[config.mk]
export PLATFORM = sky130hd
export DESIGN_NAME = qsve_ctrl
export DESIGN_NICKNAME = d
export VERILOG_FILES = /design/src/sv/qsve_pkg.sv /design/src/sv/qsve_ctrl.sv
export SDC_FILE = /design/constraint.sdc
export NUM_CORES = 1
export LEC_CHECK = 0
export BUFFER_PORTS_ARGS = -buffer_cell sky130_fd_sc_hd__buf_2
export CAP_MARGIN = 20
export CELL_PAD_IN_SITES_DETAIL_PLACEMENT = 1
export CELL_PAD_IN_SITES_GLOBAL_PLACEMENT = 2
export CORE_ASPECT_RATIO = 0.75
export CORE_MARGIN = 3
export CORE_UTILIZATION = 22
export CTS_CLUSTER_SIZE = 8
export DETAILED_ROUTE_END_ITERATION = 12
export HOLD_SLACK_MARGIN = 0.02
export PLACE_DENSITY = 0.76
export SLEW_MARGIN = 20
export SYNTH_ARGS = -nofsm -noshare
export SYNTH_HDL_FRONTEND = slang
export SYNTH_SLANG_ARGS = --single-unit
[constraint.sdc]
create_clock -name clk -period 2 [get_ports clk]
set_input_delay 0.1 -clock clk [delete_from_list [all_inputs] [get_ports clk]]
set_output_delay 0.1 -clock clk [all_outputs]
set_load 0.05 [all_outputs]
[src/sv/qsve_pkg.sv]
package qsve_pkg;

    localparam int MAX_QUBITS    = 10;
    localparam int AMP_FRAC_BITS = 16;
    localparam int AMP_BITS      = AMP_FRAC_BITS + 2;
    localparam int DEPTH         = 1 << MAX_QUBITS;
    localparam int ADDR_W        = MAX_QUBITS;
    localparam int WORD_W        = 2 * AMP_BITS;
    localparam int QCNT_W        = 4;
    localparam int SQ_W          = 2 * AMP_BITS - 1;
    localparam int ACC_W         = SQ_W + 1 + MAX_QUBITS;
    localparam int PROD_W        = 51;
    localparam int FAC_W         = 32;
    localparam int FAC_FRAC      = 30;
    localparam int NORM_W        = 64;
    localparam int EXP_W         = 5;
    localparam int SQRT_STEPS    = NORM_W / 2;
    localparam int RECIP_BASE    = FAC_FRAC + AMP_FRAC_BITS;
    localparam int RND_W         = 16;
    localparam logic [QCNT_W-1:0] QCNT_RESET = QCNT_W'(MAX_QUBITS);
    // 1/sqrt(2) with 30 fraction bits
    localparam logic signed [PROD_W-1:0] H_COEF = PROD_W'(759250125);

    typedef logic signed [AMP_BITS-1:0] amp_t;

    localparam amp_t AMP_MAX = amp_t'((1 << (AMP_BITS - 1)) - 1);
    localparam amp_t AMP_MIN = amp_t'(1 << (AMP_BITS - 1));
    localparam amp_t AMP_ONE = amp_t'(1 << AMP_FRAC_BITS);

    typedef enum logic [2:0] {
        REQ_INIT, REQ_H, REQ_X, REQ_Z, REQ_S, REQ_CNOT, REQ_MEAS, REQ_READ
    } req_t;

    localparam logic [1:0] ST_OK    = 2'd0;
    localparam logic [1:0] ST_RANGE = 2'd1;
    localparam logic [1:0] ST_ZERO  = 2'd2;

    typedef enum logic [4:0] {
        S_CLR_RST, S_IDLE, S_DECODE, S_CLR_INIT, S_RD_ADDR, S_RD_DATA,
        S_G_RA, S_G_RB, S_G_CB, S_G_MUL, S_G_WA, S_G_WB,
        S_M1_RD, S_M1_SQ, S_M1_ACC, S_M1_END,
        S_M2_RD, S_M2_SQ, S_M2_ACC, S_M2_END,
        S_M_NORM, S_M_SQRT, S_M_DIVI, S_M_DIV, S_M_FIN,
        S_M3_RD, S_M3_MUL, S_M3_WR, S_DONE
    } state_t;

    typedef enum logic [1:0] {AS_CNT, AS_PI, AS_PJ, AS_RIDX} addr_sel_t;

    typedef enum logic [2:0] {WD_CLEAR, WD_PI, WD_PJ, WD_ZERO, WD_SCALE} wd_sel_t;

    typedef struct packed {
        logic      latch;
        logic      cnt_clr;
        logic      cnt_inc;
        addr_sel_t rsel;
        logic      we;
        addr_sel_t wsel;
        wd_sel_t   wdsel;
        logic      cap_a;
        logic      cap_b;
        logic      gate_mul;
        logic      sq_calc;
        logic      acc_add;
        logic      acc_clr;
        logic      oc_set;
        logic      norm_load;
        logic      norm_shift;
        logic      sqrt_init;
        logic      sqrt_step;
        logic      div_init;
        logic      div_step;
        logic      div_final;
        logic      scale_mul;
        logic      rd_cap;
        logic      set_range;
        logic      set_zero;
        logic      res_load;
    } cmd_t;

    typedef struct packed {
        req_t req;
        logic range_err;
        logic pair_last;
        logic entry_last;
        logic clr_last;
        logic sqrt_last;
        logic div_last;
        logic acc_zero;
        logic norm_top;
        logic sel;
        logic out_free;
    } stat_t;

    // round v / 2^FAC_FRAC to nearest, ties away from zero, then saturate
    function automatic amp_t round_sat(input logic signed [PROD_W-1:0] v);
        logic [PROD_W-1:0] m;
        logic [PROD_W-1:0] q;
        amp_t              res;
        m = v[PROD_W-1] ? $unsigned(-v) : $unsigned(v);
        q = (m + (PROD_W'(1) << (FAC_FRAC - 1))) >> FAC_FRAC;
        if (v[PROD_W-1])
        begin
            if (q > (PROD_W'(1) << (AMP_BITS - 1)))
                res = AMP_MIN;
            else
                res = -$signed(q[AMP_BITS-1:0]);
        end
        else
        begin
            if (q > PROD_W'(AMP_MAX))
                res = AMP_MAX;
            else
                res = $signed(q[AMP_BITS-1:0]);
        end
        return res;
    endfunction

    function automatic amp_t neg_sat(input amp_t x);
        return (x == AMP_MIN) ? AMP_MAX : -x;
    endfunction

endpackage

[src/sv/qsve_ctrl.sv]
module qsve_ctrl (
    input  logic             clk,
    input  logic             rst_n,
    input  logic             in_valid,
    output logic             in_ready,
    input  qsve_pkg::stat_t  st,
    output qsve_pkg::cmd_t   cmd
);

    qsve_pkg::state_t state_reg;
    qsve_pkg::state_t state_next;

    always_ff @(posedge clk or negedge rst_n)
    begin
        if (!rst_n)
            state_reg <= qsve_pkg::S_CLR_RST;
        else
            state_reg <= state_next;
    end

    always_comb
    begin
        state_next = state_reg;
        case (state_reg)
            qsve_pkg::S_CLR_RST:  if (st.clr_last) state_next = qsve_pkg::S_IDLE;
            qsve_pkg::S_IDLE:     if (in_valid) state_next = qsve_pkg::S_DECODE;
            qsve_pkg::S_DECODE:
            begin
                if (st.range_err)
                    state_next = qsve_pkg::S_DONE;
                else
                begin
                    case (st.req)
                        qsve_pkg::REQ_INIT: state_next = qsve_pkg::S_CLR_INIT;
                        qsve_pkg::REQ_READ: state_next = qsve_pkg::S_RD_ADDR;
                        qsve_pkg::REQ_MEAS: state_next = qsve_pkg::S_M1_RD;
                        default:            state_next = qsve_pkg::S_G_RA;
                    endcase
                end
            end
            qsve_pkg::S_CLR_INIT: if (st.clr_last) state_next = qsve_pkg::S_DONE;
            qsve_pkg::S_RD_ADDR:  state_next = qsve_pkg::S_RD_DATA;
            qsve_pkg::S_RD_DATA:  state_next = qsve_pkg::S_DONE;
            qsve_pkg::S_G_RA:     state_next = qsve_pkg::S_G_RB;
            qsve_pkg::S_G_RB:     state_next = qsve_pkg::S_G_CB;
            qsve_pkg::S_G_CB:     state_next = qsve_pkg::S_G_MUL;
            qsve_pkg::S_G_MUL:    state_next = qsve_pkg::S_G_WA;
            qsve_pkg::S_G_WA:     state_next = qsve_pkg::S_G_WB;
            qsve_pkg::S_G_WB:
                state_next = st.pair_last ? qsve_pkg::S_DONE : qsve_pkg::S_G_RA;
            qsve_pkg::S_M1_RD:    state_next = qsve_pkg::S_M1_SQ;
            qsve_pkg::S_M1_SQ:    state_next = qsve_pkg::S_M1_ACC;
            qsve_pkg::S_M1_ACC:
                state_next = st.entry_last ? qsve_pkg::S_M1_END : qsve_pkg::S_M1_RD;
            qsve_pkg::S_M1_END:   state_next = qsve_pkg::S_M2_RD;
            qsve_pkg::S_M2_RD:    state_next = qsve_pkg::S_M2_SQ;
            qsve_pkg::S_M2_SQ:    state_next = qsve_pkg::S_M2_ACC;
            qsve_pkg::S_M2_ACC:
                state_next = st.entry_last ? qsve_pkg::S_M2_END : qsve_pkg::S_M2_RD;
            qsve_pkg::S_M2_END:
                state_next = st.acc_zero ? qsve_pkg::S_DONE : qsve_pkg::S_M_NORM;
            qsve_pkg::S_M_NORM:   if (st.norm_top) state_next = qsve_pkg::S_M_SQRT;
            qsve_pkg::S_M_SQRT:   if (st.sqrt_last) state_next = qsve_pkg::S_M_DIVI;
            qsve_pkg::S_M_DIVI:   state_next = qsve_pkg::S_M_DIV;
            qsve_pkg::S_M_DIV:    if (st.div_last) state_next = qsve_pkg::S_M_FIN;
            qsve_pkg::S_M_FIN:    state_next = qsve_pkg::S_M3_RD;
            qsve_pkg::S_M3_RD:    state_next = qsve_pkg::S_M3_MUL;
            qsve_pkg::S_M3_MUL:   state_next = qsve_pkg::S_M3_WR;
            qsve_pkg::S_M3_WR:
                state_next = st.entry_last ? qsve_pkg::S_DONE : qsve_pkg::S_M3_RD;
            qsve_pkg::S_DONE:     if (st.out_free) state_next = qsve_pkg::S_IDLE;
            default:              state_next = qsve_pkg::S_IDLE;
        endcase
    end

    always_comb
    begin
        cmd      = '0;
        in_ready = 1'b0;
        case (state_reg)
            qsve_pkg::S_CLR_RST, qsve_pkg::S_CLR_INIT:
            begin
                cmd.we      = 1'b1;
                cmd.wsel    = qsve_pkg::AS_CNT;
                cmd.wdsel   = qsve_pkg::WD_CLEAR;
                cmd.cnt_inc = 1'b1;
            end
            qsve_pkg::S_IDLE:
            begin
                in_ready  = 1'b1;
                cmd.latch = in_valid;
            end
            qsve_pkg::S_DECODE:
            begin
                cmd.cnt_clr   = 1'b1;
                cmd.set_range = st.range_err;
            end
            qsve_pkg::S_RD_ADDR: cmd.rsel = qsve_pkg::AS_RIDX;
            qsve_pkg::S_RD_DATA: cmd.rd_cap = 1'b1;
            qsve_pkg::S_G_RA:    cmd.rsel = qsve_pkg::AS_PI;
            qsve_pkg::S_G_RB:
            begin
                cmd.cap_a = 1'b1;
                cmd.rsel  = qsve_pkg::AS_PJ;
            end
            qsve_pkg::S_G_CB:    cmd.cap_b = 1'b1;
            qsve_pkg::S_G_MUL:   cmd.gate_mul = 1'b1;
            qsve_pkg::S_G_WA:
            begin
                cmd.we    = 1'b1;
                cmd.wsel  = qsve_pkg::AS_PI;
                cmd.wdsel = qsve_pkg::WD_PI;
            end
            qsve_pkg::S_G_WB:
            begin
                cmd.we      = 1'b1;
                cmd.wsel    = qsve_pkg::AS_PJ;
                cmd.wdsel   = qsve_pkg::WD_PJ;
                cmd.cnt_inc = !st.pair_last;
            end
            qsve_pkg::S_M1_RD, qsve_pkg::S_M2_RD, qsve_pkg::S_M3_RD:
                cmd.rsel = qsve_pkg::AS_CNT;
            qsve_pkg::S_M1_SQ, qsve_pkg::S_M2_SQ:
                cmd.sq_calc = 1'b1;
            qsve_pkg::S_M1_ACC:
            begin
                cmd.acc_add = 1'b1;
                cmd.cnt_inc = !st.entry_last;
            end
            qsve_pkg::S_M1_END:
            begin
                cmd.oc_set  = 1'b1;
                cmd.acc_clr = 1'b1;
                cmd.cnt_clr = 1'b1;
            end
            qsve_pkg::S_M2_ACC:
            begin
                // drop the entries that disagree with the outcome
                cmd.acc_add = 1'b1;
                cmd.we      = !st.sel;
                cmd.wsel    = qsve_pkg::AS_CNT;
                cmd.wdsel   = qsve_pkg::WD_ZERO;
                cmd.cnt_inc = !st.entry_last;
            end
            qsve_pkg::S_M2_END:
            begin
                cmd.norm_load = 1'b1;
                cmd.set_zero  = st.acc_zero;
            end
            qsve_pkg::S_M_NORM:
            begin
                cmd.sqrt_init  = st.norm_top;
                cmd.cnt_clr    = st.norm_top;
                cmd.norm_shift = !st.norm_top;
            end
            qsve_pkg::S_M_SQRT:
            begin
                cmd.sqrt_step = 1'b1;
                cmd.cnt_inc   = 1'b1;
            end
            qsve_pkg::S_M_DIVI:
            begin
                cmd.div_init = 1'b1;
                cmd.cnt_clr  = 1'b1;
            end
            qsve_pkg::S_M_DIV:
            begin
                cmd.div_step = 1'b1;
                cmd.cnt_inc  = 1'b1;
            end
            qsve_pkg::S_M_FIN:
            begin
                cmd.div_final = 1'b1;
                cmd.cnt_clr   = 1'b1;
            end
            qsve_pkg::S_M3_MUL:  cmd.scale_mul = 1'b1;
            qsve_pkg::S_M3_WR:
            begin
                cmd.we      = 1'b1;
                cmd.wsel    = qsve_pkg::AS_CNT;
                cmd.wdsel   = qsve_pkg::WD_SCALE;
                cmd.cnt_inc = !st.entry_last;
            end
            qsve_pkg::S_DONE:    cmd.res_load = st.out_free;
            default:             cmd = '0;
        endcase
    end

endmodule

## Word-level counts from Yosys, hierarchy flattened

Cells that the tools add are included.

- Add/subtract/negate cells: 0
- $mul: 0
- Divide/modulo/power cells: 0
- Order comparisons: 0
- Equal/unequal tests: 37
- Shift operators: 0
- Muxes and demuxes: 38
- Bitwise gates (word level): 0
- Reduce and logical (&&, ||, !) cells: 13

Operators by type and width:

| operator | count |
|---|---|
| $pmux W5 S29 | 1 |
| $eq A5 B5 Y1 const B | 13 |
| $mux W5 | 9 |
| $eq A5 B4 Y1 const B | 8 |
| $pmux W6 S5 | 1 |
| $eq A5 B3 Y1 const B | 4 |
| $mux W1 | 17 |
| $ne A2 B2 Y1 const B | 7 |
| $pmux W4 S3 | 1 |
| $eq A5 B2 Y1 const B | 2 |
| $mux W2 | 4 |
| $reduce_or A4 Y1 | 2 |
| $reduce_and A7 Y1 | 1 |
| $eq A3 B3 Y1 const B | 2 |
| $pmux W2 S3 | 1 |
| $reduce_or A2 Y1 | 3 |
| $eq A5 B1 Y1 const B | 1 |
| $logic_not A5 Y1 | 1 |
| $logic_not A1 Y1 | 4 |
| $mux W4 | 1 |
| $logic_not A3 Y1 | 1 |
| $mux W3 | 1 |
| $pmux W1 S3 | 1 |
| $reduce_or A3 Y1 | 1 |
| $pmux W1 S2 | 1 |

- Flip-flop bits (word level): 5
- Latch bits: 0
- RAM bits: 0
- Memory bits (read-only): 0
- Bits of input ports: 16
- Output and inout bits: 31
- Word-level logic and storage cells: 89
- Memories: 0

## Depth between registers and ports, before layout

Gate-level depths: netlist of the first run.

- Depth after elaboration: 4
- Depth in mapped cells: 7
- Depth with buffers taken out: 5

## Worst setup path before layout of the first run

Ideal clock, no wire load.

- Path type: register to output
- Start point: reg state_reg[1]
- End point: out cmd[28] (netlist name)
- Data arrival time: 2.649 ns
- Required time: 1.900 ns
- Path slack: -0.749 ns
- Cell stages (with the launch flop): 5
- Path buffers: 1
- Cells stage by stage: dfrtp_1 > clkbuf_1 > nand2_1 > nor3_1 > o21bai_1

RTL lines:

| what | line | source |
|---|---|---|
| start: declaration | qsve_ctrl.sv:10 | `qsve_pkg::state_t state_reg;` |
| start signal: assignment | qsve_ctrl.sv:16 | `state_reg <= qsve_pkg::S_CLR_RST;` |
| start signal: assignment | qsve_ctrl.sv:18 | `state_reg <= state_next;` |
| end: declaration | qsve_ctrl.sv:7 | `output qsve_pkg::cmd_t cmd` |

==> results.txt, run 1 <==
Post-DP Area: 1388 um^2
post-DP HPWL: 3.474 mm
number of flip-flops in the largest register: 5
highest clock rate: 523.0 MHz
largest cells by area after synthesis: dfrtp_1 (13%), nor2_1 (9.5%), a21oi_1 (6.9%), nor3_1 (6.9%), clkbuf_1 (4.8%)
first-pass GRT wire length: 6.906 mm
synthesized area: 944.7 um^2
gpl congestion: 0.8954
endpoints failing setup: 0
Max IR drop VDD: 0.5317 mV
final net count: 224
clock skew: 0.005204 ns
syn avg cell area: 6.134 um^2
clock-pin slew on the worst setup and hold paths: 0.04 ns
io pins: 47
Clock Tree Buf Depth: 2
mux cell area share after synthesis: 1.060%
post-route ant nets: 0
Final period util: 95.60%
min Tclk post-route: 1.912 ns
number of buffers created by CTS: 3
wire length on met1: 2.112 mm
RR Endpoint: state_reg[0]
WL met3: 198 um
R2R cell count: 6
main combinational cell family by area after synthesis: simple AND/OR/NAND/NOR gates
setup slack, reg-to-reg: 0.12 ns
# fillers: 518
Area Overhead vs Synth: 55.76%
share of cells above drive strength 1: 43.00%
Place WS: 0.08320 ns
core area: 3899 um^2
TritonCTS clock tree: done
compound-gate portion of the synthesized area: 32.58%
total track usage: 16.69%
required time worst endpoint: 1.90 ns
post-synth top area cell: dfrtp_1
initial core utilization: 24.23%
clock sink count: 5
Synth Area in XOR/XNOR: 1.854%
pin count of the biggest net entering global routing: 14
Routed WL per cell: 16.56 um
pwr dens: 1993 nW/um^2
yosys warns: 0
register area: 130.1 um^2
Final Total Pwr: 2.932 mW
clock network latency to the later pin of the worst-skew pair: 0.22 ns
most frequent cell after synthesis: nor2_1
relative slew slack: 68.88%
# rows: 19
unrepaired setup endpoints after global routing: true
post-synthesis simple-gate area fraction: 42.12%
Netlist cell types: 42
Worst Tran Pin Value: 0.4669 ns
min-delay worst type: primary input to async pin
CTS Root Cell: clkbuf_8
Slew Viols, Final: 0
Hold Slack: 0.2367 ns
Setup CP Type: register to output port
adder and majority gate portion of the synthesized area: 0%
CP Capture Type: output port
router iterations before antenna repair: 4
Main synth FF type: dfrtp_1
number of synthesized flops with an enable pin: 0
die area: 5124 um^2
Chip Height: 62.75 um
Synth top cells by count: nor2_1 (24), a21oi_1 (13), nor3_1 (13), clkbuf_1 (12)
Ant. Diodes: 0
#FFs+latches synth: 5
Static Leak: 0.6636 nW
CTS H-tree depth: 1
Setup Buffers After CTS: 0
initial antenna violation count: 0
routed wire length: 4.290 mm
fin area: 1471 um^2
CP max FO: 8
asr flop ratio synth: 100.0%
Die Wd: 81.67 um
Worst Setup Start Kind: register
post-synth top area share: 13.25%
DR WL met2: 1.959 mm
total number of vias: 1374
DRC violation total after the first TritonRoute iteration: 99
Final Hold Viols: 0
syn nets: 170
multi-input logic area: 823.3 um^2
Via density: 5.305
arrival time at the worst endpoint: 1.81 ns
FF-to-FF Start: state_reg[1]
setup ws final: 0.08794 ns
GR Overflow Total: 0
uppermost layer routed: met4
status: complete, no violations
Remaining DRCs: 0
max_cap viols: 0
vias in the first global route: 1364
sequential share of the synthesized area: 13.25%
Post-Synthesis Cells: 154
port buffer count: 46
==> what timing repair did <==
| item | in CTS | in global routing |
|---|---|---|
| setup endpoints to repair | 0 | 15 |
| resized for setup | 0 | 11 |
| hold endpoints to repair | 5 | 0 |
| hold buffers | 1 | 0 |
==> how the worst max path moves through the flow <==
stage                  from      endpoint  slack, ns  cells after the start
6_report       state_reg[1]       cmd[29]       0.09                      7
5_1_grt        state_reg[1]       cmd[29]      -0.01                      7
4_1_cts        state_reg[3]       cmd[24]       0.04                      6
3_5_place_dp   state_reg[1]  state_reg[0]       0.08                      6
3_3_place_gp   state_reg[0]  state_reg[0]       0.17                      5
2_1_floorplan  state_reg[2]       cmd[28]      -0.17                      6
==> power by group <==
part,internal [mW],leakage (nW),switching (mW)
sequential,0.166,0.0566,0.144
clock,0.137,0.0228,0.0520
combinational,0.831,0.584,1.60
==> kinds of logic (layout without fill, tap and decap cells) <==
family                 count (synthesis)  count (layout)
XOR/XNOR                               2               2
multiplexers                           1               1
flip-flops                             5               5
AO/OA/AOI/OAI                         47              47
buffers and inverters                 21              74
AND/OR/NAND/NOR                       78              78
==> per-layer routing <==
metal,up-vias,global-route usage [%]
met2,48,26.52
met4,0,3.320
met3,2,1.441
met1,655,24.33
met5,-,0
li1,669,-
==> cells in the final DEF, fill, tap and decap left out, types with 5 or more instances in the layout <==
master    instances
a21oi_1          12
buf_2            42
buf_4            20
nand2_1           7
nand2b_1          7
nand3_1           6
nor2_1           22
nor3_2            9
o21ai_0           5
==> worst max-delay path: stages (launching register included) <==
cell      delay [ns]
dfrtp_2         0.44
buf_4           0.18
inv_1           0.18
nand3_1         0.15
buf_4           0.19
nor2_2          0.11
and2_1          0.12
clkbuf_4        0.22
==> metrics by stage <==
step           cells  util [%]  setup TNS (ns)
3_3_place_gp     254     35.59               0
3_5_place_dp     254     35.59               0
4_1_cts          259     37.00               0
2_1_floorplan    154         -         -0.1667
5_1_grt          259     37.74        -0.01238
6_report         259     37.74               0
==> final cells by class <==
| class | instances | share of cell area, % |
|---|---|---|
| tap | 52 | 4.422 |
| inverter | 4 | 1.020 |
| timing repair buffer | 66 | 26.70 |
| multi-input combinational | 128 | 55.95 |
| clock buffer | 4 | 3.061 |
| sequential | 5 | 8.844 |
Power figures use the tool's default switching activity.
==> inputs of run 2 (changes only) <==
Settings changed: RECOVER_POWER set to 50.
==> run 2 against run 1 <==
Against the previous run:
- count of clock-buffer cells in the layout unchanged
- first-iteration DRC count increased by 13%
- hold slack improved by 0.026 ns
- die area unchanged
- routed wire length decreased by 0.56%
- clock power about the same
- largest power group unchanged
- highest routed layer unchanged
==> results.txt, run 2 (synthesis results as in run 1) <==
register area: 130.1 um^2
Via density: 5.324
Non-Filler Instances: 259
Area Overhead vs Synth: 55.63%
Worst Setup Start Kind: register
highest clock rate: 520.0 MHz
status: complete, no violations
Die Wd: 81.67 um
Hold Path Stages: 3
clock network latency to the later pin of the worst-skew pair: 0.22 ns
Routed WL per cell: 16.47 um
clock-pin slew on the worst setup and hold paths: 0.04 ns
initial core utilization: 24.23%
Static Leak: 0.6509 nW
FF-to-FF Start: state_reg[1]
io pins: 47
Cell Chain, Critical Path: buf_4 -> inv_1 -> nand3_1 -> buf_4 -> nor2_2 -> and2_1 -> clkbuf_4
Chip Height: 62.75 um
Worst Tran Pin Value: 0.4652 ns
hold path startpoint: st[0]
Final Total Pwr: 2.931 mW
vias in the first global route: 1364
share of cells above drive strength 1: 42.51%
commonest non-fill, non-tap cell in the layout: buf_2
Clock Tree Buf Depth: 2
CP Capture Type: output port
Slew Viols, Final: 0
pwr dens: 1994 nW/um^2
die area: 5124 um^2
min Tclk post-route: 1.923 ns
core area: 3899 um^2
min-delay worst type: primary input to register
Final Hold Viols: 0
CTS Root Cell: clkbuf_8
max_cap viols: 0
most frequent cells in the layout: buf_2 (30), nor2_1 (22), buf_4 (20)
multi-input logic area: 823.3 um^2
Hold Slack: 0.2624 ns
arrival time at the worst endpoint: 1.82 ns
Ant. Diodes: 0
final net count: 224
unrepaired setup endpoints after global routing: true
Hold Crit Endpoint: state_reg[3]
endpoints failing setup: 0
Setup CP Type: register to output port
gpl congestion: 0.8954
setup slack, reg-to-reg: 0.12 ns
Max IR drop VDD: 0.5290 mV
GR Overflow Total: 0
Post-DP Area: 1388 um^2
# fillers: 519
number of buffers created by CTS: 3
number of flip-flops in the largest register: 5
final core utilization: 37.71%
CP max FO: 8
RR Endpoint: state_reg[0]
port buffer count: 46
post-DP HPWL: 3.474 mm
relative slew slack: 68.98%
setup ws final: 0.07678 ns
Inst Count DP: 254
setup TNS: 0 ns
Slowest Stage Delay on Critical Path: 0.44 ns
required time worst endpoint: 1.90 ns
Place WS: 0.08320 ns
DRC violation total after the first TritonRoute iteration: 112
post-route ant nets: 0
CP max-delay cell: dfrtp_2
first-pass GRT wire length: 6.906 mm
Setup Buffers After CTS: 0
total number of vias: 1379
R2R cell count: 6
router iterations before antenna repair: 4
TritonCTS clock tree: done
# rows: 19
initial antenna violation count: 0
total track usage: 16.69%
pin count of the biggest net entering global routing: 14
Remaining DRCs: 0
Final period util: 96.16%
clock skew: 0.005623 ns
Critical Path Most Common Cell: buf_4
fin area: 1470 um^2
clock sink count: 5
CTS H-tree depth: 1
routed wire length: 4.266 mm
-- run 2: cell types whose count changed in the layout (fill, tap and decap cells not counted) --
cell,delta
clkbuf_1,+1
clkbuf_2,+11
buf_2,-12
-- run 2: layout make-up --
class                           instances  share of cell area (%)
Multi-Input combinational cell        128                   56.00
Inverter                                4                   1.021
Tap cell                               52                   4.426
Clock buffer                            4                   3.064
Timing Repair Buffer                   66                   26.64
Sequential cell                         5                   8.851
-- run 2: how the worst max path moves through the flow --
| stage | start | endpoint | slack, ns | cells after the start |
|---|---|---|---|---|
| after CTS | state_reg[3] | cmd[24] | 0.04 | 6 |
| after global routing | state_reg[1] | cmd[29] | -0.01 | 7 |
| after global placement | state_reg[0] | state_reg[0] | 0.17 | 5 |
| after floorplan | state_reg[2] | cmd[28] | -0.17 | 6 |
| final | state_reg[1] | cmd[29] | 0.08 | 7 |
| after detailed placement | state_reg[1] | state_reg[0] | 0.08 | 6 |
-- run 2: per-layer routing --
layer  part of all wire [%]  vias up  GRT usage [%]
met5                      0        -              0
met4                   0.45        0          3.320
met3                    4.7        2          1.441
met2                     46       42          26.52
met1                     49      665          24.33
li1                       -      670              -
-- run 2: timing repair --
item                       in CTS  in global routing
setup endpoints to repair       0                 15
resized for setup               0                 11
hold endpoints to repair        5                  0
hold buffers                    1                  0
-- run 2: critical path, delay by kind of cell (launching register included) --
kind | cells | cell delay (ns)
buffers and inverters | 4 | 0.78
AND/OR/NAND/NOR | 3 | 0.39
flip-flops | 1 | 0.44
-- run 2: power by group --
part           switching, mW  total, mW  internal (mW)  leakage (nW)
Sequential             0.142      0.308          0.166        0.0566
Clock                 0.0524      0.189          0.137        0.0228
Combinational           1.60       2.43          0.830         0.572
==> inputs of run 3 (changes only) <==
Settings changed: CORE_UTILIZATION 22 to 20, PLACE_DENSITY 0.76 to 0.85.
Clock period 2 ns to 1.7 ns, I/O delays scaled along.
==> run 3 against run 2 <==
Against the previous run:
- the run now ends with negative setup slack left
- largest power group unchanged
- final cell count grew 9.7%
- highest routed layer unchanged
- worst setup slack worse by 0.17 ns
- clock skew is 0.0044 ns lower
- critical endpoint is now state_reg[0]
- die area up 9.1%
- utilization increased by 8.8 points
- combinational power increased by 64%
- flip-flop and latch count is the same
- non-clock buffer count is 22 higher
- global-route usage down 0.069 points
- largest cell class unchanged
==> results.txt, run 3 (synthesis results as in run 1) <==
setup ws final: -0.08881 ns
endpoints failing setup: 15
highest clock rate: 559.0 MHz
relative slew slack: 74.72%
Largest delay share family, worst path: compound AO/OA/AOI/OAI gates
crit path launch: state_reg[1]
Chip Height: 65.52 um
total number of vias: 1472
unrepaired setup endpoints after global routing: true
clock sink count: 5
post-DP HPWL: 3.543 mm
final net count: 246
setup slack, reg-to-reg: -0.09 ns
pin count of the biggest net entering global routing: 17
Slew Viols, Final: 0
routed wire length: 4.934 mm
pwr dens: 2279 nW/um^2
TritonCTS clock tree: done
Cell Chain, Critical Path: buf_6 -> mux2i_1 -> a2bb2oi_2 -> o311ai_4 -> a311o_2 -> a2bb2oi_2
min-delay worst type: primary input to async pin
share of cells above drive strength 1: 59.83%
most frequent cells in the layout: buf_4 (38), buf_6 (26), buf_2 (16)
port buffer count: 46
CTS H-tree depth: 1
Worst path depth: 6
total track usage: 16.62%
Setup CP Type: register to register
# fillers: 525
setup TNS: -0.5083 ns
die area: 5593 um^2
first-pass GRT wire length: 7.479 mm
clock network latency to the later pin of the worst-skew pair: 0.22 ns
Clock Tree Buf Depth: 2
initial core utilization: 21.95%
Max IR drop VDD: 0.8213 mV
post-route ant nets: 0
Worst Tran Pin Value: 0.3759 ns
router iterations before antenna repair: 4
Worst Setup Start Kind: register
number of buffers created by CTS: 3
CP Capture Type: register
vias in the first global route: 1462
io pins: 47
Via density: 5.183
register area: 131.4 um^2
initial antenna violation count: 0
clock-pin slew on the worst setup and hold paths: 0.04 ns
Final period util: 105.2%
number of flip-flops in the largest register: 5
multi-input logic area: 998.5 um^2
GR Overflow Total: 0
CTS Root Cell: clkbuf_8
Routed WL per cell: 17.37 um
DRC violation total after the first TritonRoute iteration: 60
# rows: 20
clock skew: 0.001183 ns
min Tclk post-route: 1.789 ns
failing checks: negative setup slack
Slowest Stage Delay on Critical Path: 0.48 ns
Critical Path Most Common Cell: a2bb2oi_2
gpl congestion: 0.8689
Setup crit end: state_reg[0]
Remaining DRCs: 0
CP max FO: 7
Ant. Diodes: 0
max_cap viols: 0
commonest non-fill, non-tap cell in the layout: buf_4
Die Wd: 85.36 um
Final Hold Viols: 0
FF-to-FF Start: state_reg[1]
required time worst endpoint: 1.81 ns
core area: 4304 um^2
Buf+Inv Stages, Crit Path: 1
fin area: 2001 um^2
Static Leak: 0.8532 nW
status: finished, violations left
CP max-delay cell: dfrtp_2
RR Endpoint: state_reg[0]
arrival time at the worst endpoint: 1.89 ns
R2R cell count: 6
Post-DP Area: 1524 um^2
Area Overhead vs Synth: 111.8%
[run 3: cell count changes in the layout (fill, tap and decap cells not counted), sizes merged]
cell	change
buf	+33
clkbuf	-11
[run 3: final cells by class]
| class | instances | area share (%) |
|---|---|---|
| multi-input cells | 128 | 49.91 |
| repair buffers | 88 | 37.09 |
| flip-flops and latches | 5 | 6.567 |
| well taps | 55 | 3.440 |
| clock buffers | 4 | 2.251 |
| inverters | 4 | 0.7505 |
[run 3: where the power goes]
group | switching (mW) | total [mW] | internal (mW)
logic | 2.34 | 3.99 | 1.66
registers | 0.145 | 0.343 | 0.199
clock network | 0.0616 | 0.223 | 0.161
total | 2.54 | 4.56 | 2.02
[run 3: worst min path at each step]
stage               start            to  cells after the start
floorplan           rst_n  state_reg[0]                      0
global placement    rst_n  state_reg[2]                      1
detailed placement  rst_n  state_reg[2]                      1
CTS                 rst_n  state_reg[2]                      2
global route        rst_n  state_reg[2]                      2
finish              rst_n  state_reg[4]                      2
[run 3: stage by stage]
step	util, %	total power, mW	hold slack (ns)	worst slack, ns	cells
final	46.48	4.559	0.2580	-0.08881	284
after global routing	46.48	4.850	0.2986	-0.1453	284
after CTS	41.80	4.130	0.2149	-0.03600	280
after detailed placement	35.41	3.407	-0.09465	-0.09650	271
after global placement	35.41	3.369	-0.09804	-0.05702	271
after floorplan	-	2.371	-0.2106	-0.3562	154
[run 3: routing by layer]
layer | up-vias | wire length, um | track usage [%]
met1 | 700 | 2308 | 23.34
met4 | 0 | 31 | 3.557
met5 | - | 0 | 0
met2 | 48 | 2351 | 27.03
li1 | 722 | - | -
met3 | 2 | 242 | 2.256
[run 3: worst reg2reg max path, delay by kind of cell (launching register included)]
family	cells	cell delay (ns)
multiplexers	1	0.14
AO/OA/AOI/OAI	4	0.91
flip-flops	1	0.48
buffers and inverters	1	0.15
[run 3: timing repair]
item,CTS,global route
setup buffers,4,4
hold endpoints to repair,5,0
hold buffers,1,0
endpoints found under the setup margin,33,33
pin swaps,5,8
gates cloned,0,0
gates resized for setup,52,52
